## src/design/srts_pkg.sv

```systemverilog
`timescale 1ns / 1ps

package srts_pkg;

  localparam int SRTS_TABLE_DEPTH = 32;
  localparam int SRTS_STD_COUNT   = 10;
  localparam logic [23:0] SRTS_FAM_44K = 24'd44100;
  localparam logic [23:0] SRTS_FAM_48K = 24'd48000;

  // Rounded-up reciprocals scaled by 2^40. For any 24-bit rate the top bits of
  // rate times reciprocal give the exact quotient by the family base.
  localparam logic [24:0] SRTS_RCP_44K = 25'((64'd1 << 40) / 64'd44100 + 64'd1);
  localparam logic [24:0] SRTS_RCP_48K = 25'((64'd1 << 40) / 64'd48000 + 64'd1);

  // Operation codes of an input beat.
  typedef enum logic [1:0] {
    OP_CLEAR    = 2'd0,
    OP_ADD_DISC = 2'd1,
    OP_ADD_RNG  = 2'd2,
    OP_FIND     = 2'd3
  } srts_op_t;

  // One table word: rate in hertz and its clock source id.
  typedef struct packed {
    logic [23:0] rate;
    logic [7:0]  clk;
  } srts_entry_t;

  // Start request to the serial remainder unit.
  typedef struct packed {
    logic        start;
    logic [23:0] dividend;
    logic [23:0] divisor;
  } srts_div_req_t;

  // Completion status of the serial remainder unit.
  typedef struct packed {
    logic done;
    logic rem_zero;
  } srts_div_rsp_t;

  typedef enum logic [3:0] {
    ST_IDLE,
    ST_FAMQ,
    ST_FAMQ_W,
    ST_RD,
    ST_CMP,
    ST_FAM_W,
    ST_TAIL,
    ST_RNG,
    ST_RNG_W,
    ST_DONE
  } srts_state_t;

  // Standard rates scanned by add range.
  function automatic logic [23:0] std_rate(input logic [3:0] k);
    logic [23:0] r;
    case (k)
      4'd0: r = 24'd44100;
      4'd1: r = 24'd48000;
      4'd2: r = 24'd88200;
      4'd3: r = 24'd96000;
      4'd4: r = 24'd176400;
      4'd5: r = 24'd192000;
      4'd6: r = 24'd352800;
      4'd7: r = 24'd384000;
      4'd8: r = 24'd705600;
      4'd9: r = 24'd768000;
      default: r = 24'd0;
    endcase
    return r;
  endfunction

endpackage

```

## src/design/srts_if.sv

```systemverilog
`timescale 1ns / 1ps

// Input channel: one operation per beat.
interface srts_in_if;
  logic        valid;
  logic        ready;
  logic [1:0]  operation;
  logic [23:0] range_low;
  logic [23:0] range_high;
  logic [23:0] resolution;
  logic [7:0]  clock_id;
  logic [23:0] requested_rate;

  modport source (output valid, operation, range_low, range_high, resolution,
                  clock_id, requested_rate, input ready);
  modport sink (input valid, operation, range_low, range_high, resolution,
                clock_id, requested_rate, output ready);
endinterface

// Result channel: one result beat per input beat.
interface srts_out_if;
  logic        valid;
  logic        ready;
  logic [23:0] best_rate;
  logic        exact_match;
  logic [7:0]  chosen_clock;
  logic        dropped;
  logic [5:0]  entry_total;

  modport source (output valid, best_rate, exact_match, chosen_clock, dropped,
                  entry_total, input ready);
  modport sink (input valid, best_rate, exact_match, chosen_clock, dropped,
                entry_total, output ready);
endinterface

```

## src/design/srts_div.sv

```systemverilog
`timescale 1ns / 1ps

// Restoring remainder unit, one quotient bit per cycle.
module srts_div
  import srts_pkg::*;
(
  input  logic          clk,
  input  logic          rst_n,
  input  srts_div_req_t req,
  output srts_div_rsp_t rsp
);

  logic        busy_r, busy_nxt;
  logic        done_r, done_nxt;
  logic [4:0]  cnt_r, cnt_nxt;
  logic [23:0] rem_r, rem_nxt;
  logic [23:0] dvd_r, dvd_nxt;
  logic [23:0] dvs_r, dvs_nxt;
  logic [24:0] trial;

  // One shift and conditional subtract per cycle.
  always_comb begin
    busy_nxt = busy_r;
    done_nxt = 1'b0;
    cnt_nxt  = cnt_r;
    rem_nxt  = rem_r;
    dvd_nxt  = dvd_r;
    dvs_nxt  = dvs_r;
    trial    = {rem_r, dvd_r[23]};
    if (req.start) begin
      busy_nxt = 1'b1;
      cnt_nxt  = 5'd23;
      rem_nxt  = '0;
      dvd_nxt  = req.dividend;
      dvs_nxt  = req.divisor;
    end else if (busy_r) begin
      if (trial >= {1'b0, dvs_r}) begin
        rem_nxt = 24'(trial - {1'b0, dvs_r});
      end else begin
        rem_nxt = trial[23:0];
      end
      dvd_nxt = {dvd_r[22:0], 1'b0};
      if (cnt_r == 5'd0) begin
        busy_nxt = 1'b0;
        done_nxt = 1'b1;
      end else begin
        cnt_nxt = cnt_r - 5'd1;
      end
    end
  end

  always_ff @(posedge clk) begin
    if (!rst_n) begin
      busy_r <= 1'b0;
      done_r <= 1'b0;
      cnt_r  <= '0;
    end else begin
      busy_r <= busy_nxt;
      done_r <= done_nxt;
      cnt_r  <= cnt_nxt;
    end
    rem_r <= rem_nxt;
    dvd_r <= dvd_nxt;
    dvs_r <= dvs_nxt;
  end

  assign rsp.done     = done_r;
  assign rsp.rem_zero = (rem_r == 24'd0);

endmodule

```

## src/design/srts_mem.sv

```systemverilog
`timescale 1ns / 1ps

// Rate table storage: one write port, one registered read port.
module srts_mem
  import srts_pkg::*;
#(
  parameter int DEPTH = SRTS_TABLE_DEPTH,
  localparam int AW = $clog2(DEPTH)
) (
  input  logic          clk,
  input  logic          we,
  input  logic [AW-1:0] waddr,
  input  srts_entry_t   wdata,
  input  logic [AW-1:0] raddr,
  output srts_entry_t   rdata
);

  srts_entry_t mem [DEPTH];
  srts_entry_t rdata_r;

  always_ff @(posedge clk) begin
    if (we) begin
      mem[waddr] <= wdata;
    end
    rdata_r <= mem[raddr];
  end

  assign rdata = rdata_r;

endmodule

```

## src/design/sample_rate_table_select_top.sv

```systemverilog
`timescale 1ns / 1ps

// Sorted sample rate table with best-rate lookup. The table lives in one
// single-port-write memory with a registered read; each item is handled
// alone by a sequencer that walks the table one entry at a time. Clear
// empties the table at once; an insert reads each entry in turn, shifting
// later entries up as it passes; add range skips each standard rate
// outside the range and repeats the insert for each one inside, with a
// serial remainder check per rate when resolution is nonzero; find best
// first tests the family of the requested rate, then reads each entry and
// tests its family by a registered reciprocal multiply. A new item is
// taken while the previous result still waits on the output; the result
// leaves once the output register is free.
module sample_rate_table_select_top
  import srts_pkg::*;
#(
  parameter int TABLE_DEPTH = SRTS_TABLE_DEPTH,
  localparam int AW = $clog2(TABLE_DEPTH),
  localparam int CW = $clog2(TABLE_DEPTH + 1)
) (
  input  logic       clk,
  input  logic       rst_n,
  srts_in_if.sink    in_ch,
  srts_out_if.source out_ch,
  input  logic       cfg_we,
  input  logic [7:0] cfg_wdata
);

  srts_state_t state_r, state_nxt;

  logic [7:0]    dflt_clk_r;
  logic [CW-1:0] count_r, count_nxt;
  logic [CW-1:0] idx_r, idx_nxt;
  logic [3:0]    k_r, k_nxt;

  // Latched input beat.
  srts_op_t    op_r, op_nxt;
  logic [23:0] lo_r, lo_nxt;
  logic [23:0] hi_r, hi_nxt;
  logic [23:0] res_r, res_nxt;
  logic [7:0]  iclk_r, iclk_nxt;
  logic [23:0] req_r, req_nxt;

  // Insert context.
  logic        rng_mode_r, rng_mode_nxt;
  logic        placed_r, placed_nxt;
  srts_entry_t ins_r, ins_nxt;
  srts_entry_t carry_r, carry_nxt;
  logic        drop_r, drop_nxt;

  // Find context.
  logic [23:0] fam_mod_r, fam_mod_nxt;
  srts_entry_t cur_r, cur_nxt;
  logic        all_v_r, all_v_nxt;
  logic [23:0] all_d_r, all_d_nxt;
  srts_entry_t all_e_r, all_e_nxt;
  logic        fam_v_r, fam_v_nxt;
  logic [23:0] fam_d_r, fam_d_nxt;
  srts_entry_t fam_e_r, fam_e_nxt;

  // Family test: quotient register and its check.
  logic [8:0]  fam_q_r, fam_q_nxt;
  logic [23:0] fam_x;
  logic [24:0] fam_m;
  logic [48:0] fam_prod;
  logic [23:0] fam_div;
  logic [23:0] fam_tgt;
  logic [32:0] fam_qd;
  logic        fam_hit;

  // Output register.
  logic        ov_r, ov_nxt;
  logic [23:0] o_rate_r, o_rate_nxt;
  logic        o_exact_r, o_exact_nxt;
  logic [7:0]  o_clk_r, o_clk_nxt;
  logic        o_drop_r, o_drop_nxt;
  logic [5:0]  o_total_r, o_total_nxt;

  // Memory and divider hookup.
  logic          mem_we;
  logic [AW-1:0] mem_waddr;
  srts_entry_t   mem_wdata;
  srts_entry_t   mem_rdata;
  srts_div_req_t div_req;
  srts_div_rsp_t div_rsp;

  logic          full;
  logic [23:0]   srate;
  logic [23:0]   cur_d;
  srts_entry_t   sel_e;
  logic [31:0]   count_wide;

  srts_mem #(.DEPTH(TABLE_DEPTH)) u_mem (
    .clk   (clk),
    .we    (mem_we),
    .waddr (mem_waddr),
    .wdata (mem_wdata),
    .raddr (idx_r[AW-1:0]),
    .rdata (mem_rdata)
  );

  srts_div u_div (
    .clk   (clk),
    .rst_n (rst_n),
    .req   (div_req),
    .rsp   (div_rsp)
  );

  assign full       = (count_r >= CW'(TABLE_DEPTH));
  assign srate      = std_rate(k_r);
  assign cur_d      = (req_r > cur_r.rate) ? (req_r - cur_r.rate) : (cur_r.rate - req_r);
  assign count_wide = 32'(count_r);
  assign sel_e      = (all_d_r == 24'd0 || !fam_v_r) ? all_e_r : fam_e_r;

  // First step of the family test: quotient by reciprocal multiply.
  assign fam_x     = (state_r == ST_FAMQ) ? req_r : mem_rdata.rate;
  assign fam_m     = (state_r == ST_FAMQ || fam_mod_r == SRTS_FAM_44K) ?
                     SRTS_RCP_44K : SRTS_RCP_48K;
  assign fam_prod  = 49'(fam_x) * 49'(fam_m);
  assign fam_q_nxt = fam_prod[48:40];

  // Second step: the rate is in the family when quotient times base gives it back.
  assign fam_div = (state_r == ST_FAMQ_W) ? SRTS_FAM_44K : fam_mod_r;
  assign fam_tgt = (state_r == ST_FAMQ_W) ? req_r : cur_r.rate;
  assign fam_qd  = 33'(fam_q_r) * 33'(fam_div);
  assign fam_hit = (fam_qd == 33'(fam_tgt));

  assign in_ch.ready        = (state_r == ST_IDLE);
  assign out_ch.valid       = ov_r;
  assign out_ch.best_rate   = o_rate_r;
  assign out_ch.exact_match = o_exact_r;
  assign out_ch.chosen_clock = o_clk_r;
  assign out_ch.dropped     = o_drop_r;
  assign out_ch.entry_total = o_total_r;

  // Sequencer: next state, memory and divider control.
  always_comb begin
    state_nxt    = state_r;
    count_nxt    = count_r;
    idx_nxt      = idx_r;
    k_nxt        = k_r;
    op_nxt       = op_r;
    lo_nxt       = lo_r;
    hi_nxt       = hi_r;
    res_nxt      = res_r;
    iclk_nxt     = iclk_r;
    req_nxt      = req_r;
    rng_mode_nxt = rng_mode_r;
    placed_nxt   = placed_r;
    ins_nxt      = ins_r;
    carry_nxt    = carry_r;
    drop_nxt     = drop_r;
    fam_mod_nxt  = fam_mod_r;
    cur_nxt      = cur_r;
    all_v_nxt    = all_v_r;
    all_d_nxt    = all_d_r;
    all_e_nxt    = all_e_r;
    fam_v_nxt    = fam_v_r;
    fam_d_nxt    = fam_d_r;
    fam_e_nxt    = fam_e_r;
    ov_nxt       = ov_r;
    o_rate_nxt   = o_rate_r;
    o_exact_nxt  = o_exact_r;
    o_clk_nxt    = o_clk_r;
    o_drop_nxt   = o_drop_r;
    o_total_nxt  = o_total_r;
    mem_we       = 1'b0;
    mem_waddr    = idx_r[AW-1:0];
    mem_wdata    = ins_r;
    div_req      = '0;

    if (ov_r && out_ch.ready) begin
      ov_nxt = 1'b0;
    end

    case (state_r)
      ST_IDLE: begin
        if (in_ch.valid) begin
          op_nxt     = srts_op_t'(in_ch.operation);
          lo_nxt     = in_ch.range_low;
          hi_nxt     = in_ch.range_high;
          res_nxt    = in_ch.resolution;
          iclk_nxt   = in_ch.clock_id;
          req_nxt    = in_ch.requested_rate;
          drop_nxt   = 1'b0;
          all_v_nxt  = 1'b0;
          fam_v_nxt  = 1'b0;
          placed_nxt = 1'b0;
          idx_nxt    = '0;
          k_nxt      = '0;
          ins_nxt.rate = in_ch.range_low;
          ins_nxt.clk  = in_ch.clock_id;
          rng_mode_nxt = 1'b0;
          case (srts_op_t'(in_ch.operation))
            OP_CLEAR: begin
              count_nxt = '0;
              state_nxt = ST_DONE;
            end
            OP_ADD_DISC: begin
              state_nxt = (count_r == '0) ? ST_TAIL : ST_RD;
            end
            OP_ADD_RNG: begin
              if (in_ch.range_low == in_ch.range_high) begin
                state_nxt = (count_r == '0) ? ST_TAIL : ST_RD;
              end else begin
                rng_mode_nxt = 1'b1;
                state_nxt    = ST_RNG;
              end
            end
            OP_FIND: begin
              state_nxt = ST_FAMQ;
            end
            default: state_nxt = ST_DONE;
          endcase
        end
      end

      // Family of the requested rate: quotient is registered this cycle.
      ST_FAMQ: begin
        state_nxt = ST_FAMQ_W;
      end

      ST_FAMQ_W: begin
        fam_mod_nxt = fam_hit ? SRTS_FAM_44K : SRTS_FAM_48K;
        state_nxt   = (count_r == '0) ? ST_DONE : ST_RD;
      end

      // Read address is idx_r; data shows up next cycle.
      ST_RD: begin
        state_nxt = ST_CMP;
      end

      ST_CMP: begin
        if (op_r == OP_FIND) begin
          cur_nxt   = mem_rdata;
          state_nxt = ST_FAM_W;
        end else if (!placed_r) begin
          if (mem_rdata.rate == ins_r.rate) begin
            state_nxt = rng_mode_r ? ST_RNG : ST_DONE;
            k_nxt     = rng_mode_r ? (k_r + 4'd1) : k_r;
          end else if (mem_rdata.rate > ins_r.rate) begin
            if (full) begin
              drop_nxt  = 1'b1;
              state_nxt = rng_mode_r ? ST_RNG : ST_DONE;
              k_nxt     = rng_mode_r ? (k_r + 4'd1) : k_r;
            end else begin
              mem_we     = 1'b1;
              mem_wdata  = ins_r;
              carry_nxt  = mem_rdata;
              placed_nxt = 1'b1;
              idx_nxt    = idx_r + CW'(1);
              state_nxt  = (idx_r + CW'(1) == count_r) ? ST_TAIL : ST_RD;
            end
          end else begin
            idx_nxt   = idx_r + CW'(1);
            state_nxt = (idx_r + CW'(1) == count_r) ? ST_TAIL : ST_RD;
          end
        end else begin
          // Shift the displaced entry up by one.
          mem_we    = 1'b1;
          mem_wdata = carry_r;
          carry_nxt = mem_rdata;
          idx_nxt   = idx_r + CW'(1);
          state_nxt = (idx_r + CW'(1) == count_r) ? ST_TAIL : ST_RD;
        end
      end

      // Nearest-entry tracking for find best.
      ST_FAM_W: begin
        if (!all_v_r || cur_d < all_d_r) begin
          all_v_nxt = 1'b1;
          all_d_nxt = cur_d;
          all_e_nxt = cur_r;
        end
        if (fam_hit && (!fam_v_r || cur_d < fam_d_r)) begin
          fam_v_nxt = 1'b1;
          fam_d_nxt = cur_d;
          fam_e_nxt = cur_r;
        end
        idx_nxt   = idx_r + CW'(1);
        state_nxt = (idx_r + CW'(1) == count_r) ? ST_DONE : ST_RD;
      end

      // End of the table: append the new or displaced entry, or drop the new one when the table is full.
      ST_TAIL: begin
        if (!placed_r && full) begin
          drop_nxt = 1'b1;
        end else begin
          mem_we    = 1'b1;
          mem_waddr = count_r[AW-1:0];
          mem_wdata = placed_r ? carry_r : ins_r;
          count_nxt = count_r + CW'(1);
        end
        state_nxt = rng_mode_r ? ST_RNG : ST_DONE;
        k_nxt     = rng_mode_r ? (k_r + 4'd1) : k_r;
      end

      // Walk the standard rates for add range.
      ST_RNG: begin
        if (k_r == 4'(SRTS_STD_COUNT)) begin
          state_nxt = ST_DONE;
        end else if (srate < lo_r || srate > hi_r) begin
          k_nxt = k_r + 4'd1;
        end else if (res_r == 24'd0) begin
          ins_nxt.rate = srate;
          ins_nxt.clk  = iclk_r;
          placed_nxt   = 1'b0;
          idx_nxt      = '0;
          state_nxt    = (count_r == '0) ? ST_TAIL : ST_RD;
        end else begin
          div_req.start    = 1'b1;
          div_req.dividend = srate - lo_r;
          div_req.divisor  = res_r;
          state_nxt        = ST_RNG_W;
        end
      end

      ST_RNG_W: begin
        if (div_rsp.done) begin
          if (div_rsp.rem_zero) begin
            ins_nxt.rate = srate;
            ins_nxt.clk  = iclk_r;
            placed_nxt   = 1'b0;
            idx_nxt      = '0;
            state_nxt    = (count_r == '0) ? ST_TAIL : ST_RD;
          end else begin
            k_nxt     = k_r + 4'd1;
            state_nxt = ST_RNG;
          end
        end
      end

      // Load the result beat once the output register is free.
      ST_DONE: begin
        if (!ov_r || out_ch.ready) begin
          ov_nxt      = 1'b1;
          o_drop_nxt  = drop_r;
          o_total_nxt = count_wide[5:0];
          o_rate_nxt  = '0;
          o_exact_nxt = 1'b0;
          o_clk_nxt   = '0;
          if (op_r == OP_FIND && all_v_r) begin
            o_rate_nxt  = sel_e.rate;
            o_exact_nxt = (all_d_r == 24'd0);
            o_clk_nxt   = (sel_e.clk == 8'd0) ? dflt_clk_r : sel_e.clk;
          end
          state_nxt = ST_IDLE;
        end
      end

      default: state_nxt = ST_IDLE;
    endcase
  end

  // Control registers.
  always_ff @(posedge clk) begin
    if (!rst_n) begin
      state_r    <= ST_IDLE;
      count_r    <= '0;
      ov_r       <= 1'b0;
      dflt_clk_r <= '0;
    end else begin
      state_r <= state_nxt;
      count_r <= count_nxt;
      ov_r    <= ov_nxt;
      if (cfg_we) begin
        dflt_clk_r <= cfg_wdata;
      end
    end
  end

  // Working and payload registers.
  always_ff @(posedge clk) begin
    idx_r      <= idx_nxt;
    k_r        <= k_nxt;
    op_r       <= op_nxt;
    lo_r       <= lo_nxt;
    hi_r       <= hi_nxt;
    res_r      <= res_nxt;
    iclk_r     <= iclk_nxt;
    req_r      <= req_nxt;
    rng_mode_r <= rng_mode_nxt;
    placed_r   <= placed_nxt;
    ins_r      <= ins_nxt;
    carry_r    <= carry_nxt;
    drop_r     <= drop_nxt;
    fam_mod_r  <= fam_mod_nxt;
    fam_q_r    <= fam_q_nxt;
    cur_r      <= cur_nxt;
    all_v_r    <= all_v_nxt;
    all_d_r    <= all_d_nxt;
    all_e_r    <= all_e_nxt;
    fam_v_r    <= fam_v_nxt;
    fam_d_r    <= fam_d_nxt;
    fam_e_r    <= fam_e_nxt;
    o_rate_r   <= o_rate_nxt;
    o_exact_r  <= o_exact_nxt;
    o_clk_r    <= o_clk_nxt;
    o_drop_r   <= o_drop_nxt;
    o_total_r  <= o_total_nxt;
  end

endmodule

```

## src/flat_wrapper.sv

```systemverilog
// flat-port wrapper written by rule: the top's interface ports become plain ports
module sample_rate_table_select_top_flat import srts_pkg::*;
#(
  parameter int TABLE_DEPTH = SRTS_TABLE_DEPTH,
  localparam int AW = $clog2(TABLE_DEPTH),
  localparam int CW = $clog2(TABLE_DEPTH + 1)
)
  (clk, rst_n, cfg_we, cfg_wdata, in_ch_valid, in_ch_operation, in_ch_range_low, in_ch_range_high, in_ch_resolution, in_ch_clock_id, in_ch_requested_rate, in_ch_ready, out_ch_valid, out_ch_best_rate, out_ch_exact_match, out_ch_chosen_clock, out_ch_dropped, out_ch_entry_total, out_ch_ready);
  srts_in_if in_ch_i ();
  srts_out_if out_ch_i ();
  input  logic clk;
  input  logic rst_n;
  input  logic cfg_we;
  input  logic [7:0] cfg_wdata;
  input wire logic [$bits(in_ch_i.valid)-1:0] in_ch_valid;
  input wire logic [$bits(in_ch_i.operation)-1:0] in_ch_operation;
  input wire logic [$bits(in_ch_i.range_low)-1:0] in_ch_range_low;
  input wire logic [$bits(in_ch_i.range_high)-1:0] in_ch_range_high;
  input wire logic [$bits(in_ch_i.resolution)-1:0] in_ch_resolution;
  input wire logic [$bits(in_ch_i.clock_id)-1:0] in_ch_clock_id;
  input wire logic [$bits(in_ch_i.requested_rate)-1:0] in_ch_requested_rate;
  output wire logic [$bits(in_ch_i.ready)-1:0] in_ch_ready;
  output wire logic [$bits(out_ch_i.valid)-1:0] out_ch_valid;
  output wire logic [$bits(out_ch_i.best_rate)-1:0] out_ch_best_rate;
  output wire logic [$bits(out_ch_i.exact_match)-1:0] out_ch_exact_match;
  output wire logic [$bits(out_ch_i.chosen_clock)-1:0] out_ch_chosen_clock;
  output wire logic [$bits(out_ch_i.dropped)-1:0] out_ch_dropped;
  output wire logic [$bits(out_ch_i.entry_total)-1:0] out_ch_entry_total;
  input wire logic [$bits(out_ch_i.ready)-1:0] out_ch_ready;
  assign in_ch_i.valid = in_ch_valid;
  assign in_ch_i.operation = in_ch_operation;
  assign in_ch_i.range_low = in_ch_range_low;
  assign in_ch_i.range_high = in_ch_range_high;
  assign in_ch_i.resolution = in_ch_resolution;
  assign in_ch_i.clock_id = in_ch_clock_id;
  assign in_ch_i.requested_rate = in_ch_requested_rate;
  assign in_ch_ready = in_ch_i.ready;
  assign out_ch_valid = out_ch_i.valid;
  assign out_ch_best_rate = out_ch_i.best_rate;
  assign out_ch_exact_match = out_ch_i.exact_match;
  assign out_ch_chosen_clock = out_ch_i.chosen_clock;
  assign out_ch_dropped = out_ch_i.dropped;
  assign out_ch_entry_total = out_ch_i.entry_total;
  assign out_ch_i.ready = out_ch_ready;
  sample_rate_table_select_top #(.TABLE_DEPTH(TABLE_DEPTH)) u_core (.clk(clk), .rst_n(rst_n), .in_ch(in_ch_i), .out_ch(out_ch_i), .cfg_we(cfg_we), .cfg_wdata(cfg_wdata));
endmodule
```

## config.mk

```make
export PLATFORM = sky130hd
export DESIGN_NAME = sample_rate_table_select_top_flat
export DESIGN_NICKNAME = d
export VERILOG_FILES = /design/src/design/srts_pkg.sv /design/src/design/srts_if.sv /design/src/design/srts_div.sv /design/src/design/srts_mem.sv /design/src/design/sample_rate_table_select_top.sv /design/src/flat_wrapper.sv
export SDC_FILE = /design/constraint.sdc
export NUM_CORES = 2
export LEC_CHECK = 0
export BUFFER_PORTS_ARGS = -buffer_cell sky130_fd_sc_hd__buf_2
export CELL_PAD_IN_SITES_DETAIL_PLACEMENT = 0
export CELL_PAD_IN_SITES_GLOBAL_PLACEMENT = 1
export CORE_ASPECT_RATIO = 1.25
export CORE_MARGIN = 5
export CORE_UTILIZATION = 50
export CTS_BUF_LIST = sky130_fd_sc_hd__clkbuf_8
export CTS_CLUSTER_SIZE = 12
export DETAILED_ROUTE_END_ITERATION = 7
export PLACE_DENSITY_LB_ADDON = 0.25
export SLEW_MARGIN = 0
export SYNTH_ARGS = -nofsm -noshare
export SYNTH_HDL_FRONTEND = slang
export SYNTH_HIERARCHICAL = 1
export SYNTH_SLANG_ARGS = --single-unit
export TNS_END_PERCENT = 50
```

## constraint.sdc

```tcl
create_clock -name clk -period 10.9 [get_ports clk]
set_input_delay 1.09 -clock clk [delete_from_list [all_inputs] [get_ports clk]]
set_output_delay 1.09 -clock clk [all_outputs]
set_load 0.03 [all_outputs]
```

# ---- Word-level counts from Yosys, hierarchy flattened
# Memories as Yosys holds them, arrays and structs flattened. A register that Yosys moved wholly into a read port is not among the register bits.
# Index checks and enable logic that the tools add are counted.
dict set report totals {
  ff_bits 500
  mem_bits_ro 288
  wordCells 285
  ramBits 1024
  n_memories 2
}
dict set report classes {
  magnitude_cmp 8
  reduce_logical 51
  multipliers 2
  addsub 8
  n_mux 120
  n_eq_ne 46
  n_bitwise 5
}
# memory words word_bits rd rd_ports_with_merged_regs wr line
set mem_list {}
lappend mem_list {u_core.u_mem.mem 32 32 1 1 1 srts_mem.sv:18} ;# srts_entry_t mem [DEPTH];
lappend mem_list {{(no name shown)} 16 18 1 1 0 srts_pkg.sv:58} ;# case (k)
# operator n
set op_table {}
lappend op_table {{$mux W32} 14}
lappend op_table {{$mux W49} 4}
lappend op_table {{$mux W24} 7}
lappend op_table {{$mux W4} 28}
lappend op_table {{$pmux W32 S3} 1}
lappend op_table {{$sub A24 B24 Y24} 4}
lappend op_table {{$mux W6} 14}
lappend op_table {{$gt A24 B24 Y1} 3}
lappend op_table {{$logic_not A24 Y1} 3}
lappend op_table {{$lt A24 B24 Y1} 3}
lappend op_table {{$pmux W32 S2} 1}
lappend op_table {{$mul A24 B25 Y49} 1}
lappend op_table {{$eq A24 B24 Y1} 2}
lappend op_table {{$pmux W4 S10} 1}
lappend op_table {{$eq A33 B24 Y1} 1}
lappend op_table {{$mul A9 B24 Y33} 1}
lappend op_table {{$mux W1} 31}
lappend op_table {{$pmux W6 S5} 1}
lappend op_table {{$ne A2 B1 Y1 const B} 13}
lappend op_table {{$ge A25 B24 Y1} 1}
lappend op_table {{$mux W5} 5}
lappend op_table {{$eq A24 B16 Y1 const B} 1}
lappend op_table {{$mux W22} 1}
lappend op_table {{$pmux W4 S5} 1}
lappend op_table {{46 further kinds} 98}

# ---- Longest topological paths before layout
dict set report depth {
  depth_word 9
  depth_mapped 33
  mapped_depth_nobuf 30
}

# ---- Cells and area by module
# The synthesis kept the hierarchy.
# module area_each_um2 cells_per_inst instances
set modules_own_cells {}
lappend modules_own_cells {srts_mem 40485.1 2260 1}
lappend modules_own_cells {sample_rate_table_select_top 38485.7 3640 1}
lappend modules_own_cells {srts_div 4760.8 479 1}

# ---- Worst setup path after synthesis
# No wires, ideal clock.
dict set report synth_path {
  path_kind {register to register}
  startpoint {register u_core.state_r[3]}
  endpoint {register u_core.fam_d_r[0] (enable)}
  period_less_slack_ns 9.046
  slack_ns 1.854
  required_ns 10.430
  path_stages_with_launch 27
  arrival_time_ns 8.576
  path_buffers 5
  path_cell_list {dfxtp_1 -> buf_6 -> or4b_1 -> buf_6 -> inv_1 -> buf_4 -> clkbuf_1 -> nor2_1 -> nand2_1 -> inv_1 -> fa_1 -> inv_1 -> fa_1 -> fa_1 -> fa_1 -> inv_1 -> ha_1 -> clkbuf_1 -> a211o_1 -> a21o_1 -> a21o_1 -> a221o_1 -> a31oi_1 -> xnor2_1 -> mux2_2 -> o211ai_1 -> nor2_1}
}
dict set report synth_via {
  elab_chain_len 6
}
# element line
set synth_lines {}
lappend synth_lines {{start: declaration} sample_rate_table_select_top.sv:29} ;# srts_state_t state_r, state_nxt;
lappend synth_lines {{start signal: assignment} sample_rate_table_select_top.sv:363} ;# state_r <= state_nxt;
lappend synth_lines {{$eq A4 B2 Y1} {sample_rate_table_select_top.sv:123, sample_rate_table_select_top.sv:124}}
lappend synth_lines {{$mux W24} sample_rate_table_select_top.sv:123} ;# assign fam_div = (state_r == ST_FAMQ_W) ? SRTS_FAM_44K : fam_mod_r;
lappend synth_lines {{$mul A9 B24 Y33} sample_rate_table_select_top.sv:125} ;# assign fam_qd = 33'(fam_q_r) * 33'(fam_div);
lappend synth_lines {{$eq A33 B24 Y1} sample_rate_table_select_top.sv:126} ;# assign fam_hit = (fam_qd == 33'(fam_tgt));
lappend synth_lines {{$logic_and A1 B1 Y1} sample_rate_table_select_top.sv:275} ;# if (fam_hit && (!fam_v_r || cur_d < fam_d_r)) begin
lappend synth_lines {{$reduce_and A2 Y1 (no line) (*)} --}
lappend synth_lines {{end signal: assignment} sample_rate_table_select_top.sv:394} ;# fam_d_r <= fam_d_nxt;
lappend synth_lines {{end: declaration} sample_rate_table_select_top.sv:58} ;# logic [23:0] fam_d_r, fam_d_nxt;
# Mark *: on every way between the ends. The rest lies on a longest branch, timed or not.
# A chain may end at the register's enable or synchronous reset.

# ---- Final worst setup path
dict set report layout_path {
  startpoint {register u_core.state_r[3]}
  endpoint {register u_core.fam_q_r[8]}
}
dict set report layout_via {
  elab_chain_len 4
}
# element line
set layout_lines {}
lappend layout_lines {{$eq A4 B1 Y1 (*)} {sample_rate_table_select_top.sv:116, sample_rate_table_select_top.sv:117}}
lappend layout_lines {{$logic_or A1 B1 Y1} sample_rate_table_select_top.sv:117} ;# assign fam_m = (state_r == ST_FAMQ || fam_mod_r == SRTS_FAM_44K) ?
lappend layout_lines {{$mux W22} sample_rate_table_select_top.sv:117}
lappend layout_lines {{$mul A24 B25 Y49 (*)} sample_rate_table_select_top.sv:119} ;# assign fam_prod = 49'(fam_x) * 49'(fam_m);
lappend layout_lines {{via u_core.fam_prod[48]} sample_rate_table_select_top.sv:65} ;# logic [48:0] fam_prod;
lappend layout_lines {{end signal: assignment} sample_rate_table_select_top.sv:388} ;# fam_q_r <= fam_q_nxt;
lappend layout_lines {{end: declaration} sample_rate_table_select_top.sv:62} ;# logic [8:0] fam_q_r, fam_q_nxt;
# The timed path passes the listed nets; every way through them passes the cells marked *.

==> out/metrics.csv <==
metric,value,unit
run_status,"complete, no violations",
worst_clock_skew,0.07050,ns
routabilityCongestion,0.9207,
die_w,376.0,um
die_area,175800,um2
drt_pre_antenna_iters,5,
synthSimpleGateAreaFrac,0.06424,
ant_nets_after_route,0,
path_common_cell,sky130_fd_sc_hd__fa_1,
crit_path_end_kind,flop,
detail_route.wirelength,225300,um
post_synth_num_cell_types,94,
crit_path_start_kind,flop,
synth_compound_gate_area_share,0.07138,
count_of_flip_flops_with_a_built_in_enable_after_synthesis,1443,
final_max_slew_viol_count,0,
critPathArrivalTime,10.18,ns
cell_rows,168,
cts.sink_count,1552,
cts_tree,done,
mappedNetlistArea,83730,um2
numPortBuffers,160,
highest_fanout_seen_on_the_critical_path,26,
hold_viol_final,0,
finalCritPeriodShare,0.8534,
synthArstFlopShare,0,
htree_num_levels,4,
worst_r2r_startpoint,u_core/state_r[3],
cts-root-buf,sky130_fd_sc_hd__clkbuf_8,
clock_latency,0.97,ns
vias_in_the_first_global_route,52490,
drive_above_1_share,0.1033,
dp.final_hpwl,152700,um
timing.setup.critical_path_class,reg2reg,
grt_first_pass_wirelength,333400,um
synthMostInstantiatedCell,sky130_fd_sc_hd__edfxtp_1,
synth.top_cells.by_area,"sky130_fd_sc_hd__edfxtp_1, sky130_fd_sc_hd__fa_1, sky130_fd_sc_hd__ha_1",
relSlewSlack,0.2067,
rsz0062_at_grt,no,
avgRoutedWirePerCell,24.88,um
initial_antenna_violation_count,10,
drt_iter0_drc,3857,
synthesis.area_per_instance,13.13,um2
synth-warning-count,6,
clock_buffers_created_by_tritoncts,233,
setup_tns,0,ns
hp-class,in2reg,
max-clock-path-buffers,3,
path_clk_slew,0.07,ns
max_clock_freq,107.5,MHz
reg2reg_setup_slack,1.60,ns
worstSetupStartpoint,u_core/state_r[3],
io-pin-count,161,
slowest_delay,0.68,ns
netlist_instances,6379,
hp-start,in_ch_resolution[11],
measured_slew_at_the_worst_slew_check_pin,1.187,ns
timing.critical_path.required,11.78,ns
post-synth-top-area-fraction,0.5175,
dominant_combinational_cell_family_by_area_after_synthesis,adder cells,
floorplan_core_area,167100,um2
ys_dominant_reg_cell,sky130_fd_sc_hd__edfxtp_1,
critical_path.slowest_cell,sky130_fd_sc_hd__mux2i_1,
grt_overflow_total,0,
leading_cell_types_by_count_after_synthesis,"sky130_fd_sc_hd__edfxtp_1, sky130_fd_sc_hd__inv_1, sky130_fd_sc_hd__mux2i_1",
starting_density,0.5011,
cts.hold.buffers_added,0,
ys_seq_area_frac,0.5436,
fp.dieH,467.5,um
post_cts_resize_count,0,
multiplexer_share_of_the_synthesized_area,0.08148,
area_growth,9.513,%
tmin_final,9.302,ns
grt_start_max_net_pins,140,
routed-via-count,51250,
synth_xor_area_frac,0.01569,
grt_util_all_layers,0.2547,
synth_largest_area_cell,sky130_fd_sc_hd__edfxtp_1,
yosys_register_bits,1552,
synth_adder_area_share,0.1729,
setup_viol,0,
drv.max_cap_violation_count,0,
cts_post_setup_buffers_inserted,0,
num-nets-final,7665,
drt_drc_violations_left,0,
vias_per_cell,5.658,
-- critical path, delay by kind of cell, from the launching register on --
family          cells  cell delay [ns]
mux                 1             0.68
compound gates      7             1.91
buf+inv             7             1.17
fa+ha+maj           8             3.91
simple gates        4             0.83
flops               1             0.51
xor+xnor            1             0.17
-- flip-flops by register name (all words and copies together), names as in the netlist, 32 cells and up --
name / flops
u_core/carry_r: 32
u_core/u_mem/mem: 1024
u_core/u_mem/rdata: 32
u_core/cur_r: 32
u_core/all_e_r: 32
u_core/fam_e_r: 32
u_core/ins_r: 32
-- area by class of cell --
type	count	area, um2
multi-input cells	3780	34340
well taps	2210	2765
inverters	827	3107
fillers	13900	75410
clock inverters	184	993.5
repair buffers	246	1496
diodes	6	15.01
flip-flops and latches	1552	45510
clock buffers	252	3468
-- layout by cell type, fill, tap and decap left out, drive strengths merged, types with 21 or more instances in the layout --
| cell | netlist | final |
|---|---|---|
| edfxtp | 1443 | 1443 |
| inv | 825 | 930 |
| mux2i | 596 | 596 |
| ha | 488 | 488 |
| fa | 418 | 418 |
| nand2 | 387 | 387 |
| a21oi | 283 | 283 |
| nor2 | 262 | 262 |
| clkbuf | 131 | 252 |
| buf | 90 | 246 |
| nand3 | 159 | 159 |
| o21ai | 124 | 124 |
| dfxtp | 109 | 109 |
| a22oi | 97 | 97 |
| xnor2 | 89 | 89 |
| a21o | 78 | 78 |
| mux2 | 75 | 75 |
| nor3 | 71 | 71 |
| clkinv | 2 | 69 |
| a22o | 68 | 68 |
| xor2 | 61 | 61 |
| a31oi | 52 | 52 |
| nand4 | 46 | 46 |
| and2 | 44 | 44 |
| nor4 | 40 | 40 |
| nand2b | 37 | 37 |
| o21a | 24 | 24 |
| a211oi | 23 | 23 |
| o211ai | 21 | 21 |
-- per-layer routing --
layer / global-route usage / vias to the layer above / share of wire / wire length (um)
li1: - / 23390 / - / -
met1: 0.3257 / 25940 / 0.41 / 92350
met2: 0.4434 / 1536 / 0.50 / 112800
met3: 0.03588 / 372 / 0.052 / 11700
met4: 0.09433 / 4 / 0.037 / 8438
met5: 0 / - / 0.00013 / 30
-- worst paths after layout --
check / end / cells past startpoint
hold reg to reg: u_core/all_e_r[6] / 0
hold / removal: u_core/res_r[11] / 1
setup reg to reg: u_core/fam_q_r[8] / 28
setup / recovery: u_core/fam_q_r[8] / 28
-- metrics by stage --
step	setup slack [ns]	cell area, um2	instances	utilization	hold WS [ns]
6_report	1.598	91700	9057	0.5487	0.3158
5_1_grt	0.9477	91690	9053	0.5487	0.2351
4_1_cts	1.531	91680	9051	0.5486	0.1898
3_5_place_dp	1.564	87220	8615	0.5219	0.4397
3_3_place_gp	1.619	87220	8615	0.5219	0.4300
2_1_floorplan	1.854	83740	6380	-	0.4003
-- logic make-up after synthesis --
family / Yosys count
AOI/OAI and AO/OA: 904
muxes: 671
xor gates and xnor gates: 150
DFF: 1552
adders and majority gates: 906
other: 1
buffers and inverters: 1048
and+or+nand+nor: 1147
Power is left out: the tool's default activity adds up to more than one toggle a clock period on the data nets, which glitch-free logic cannot reach.
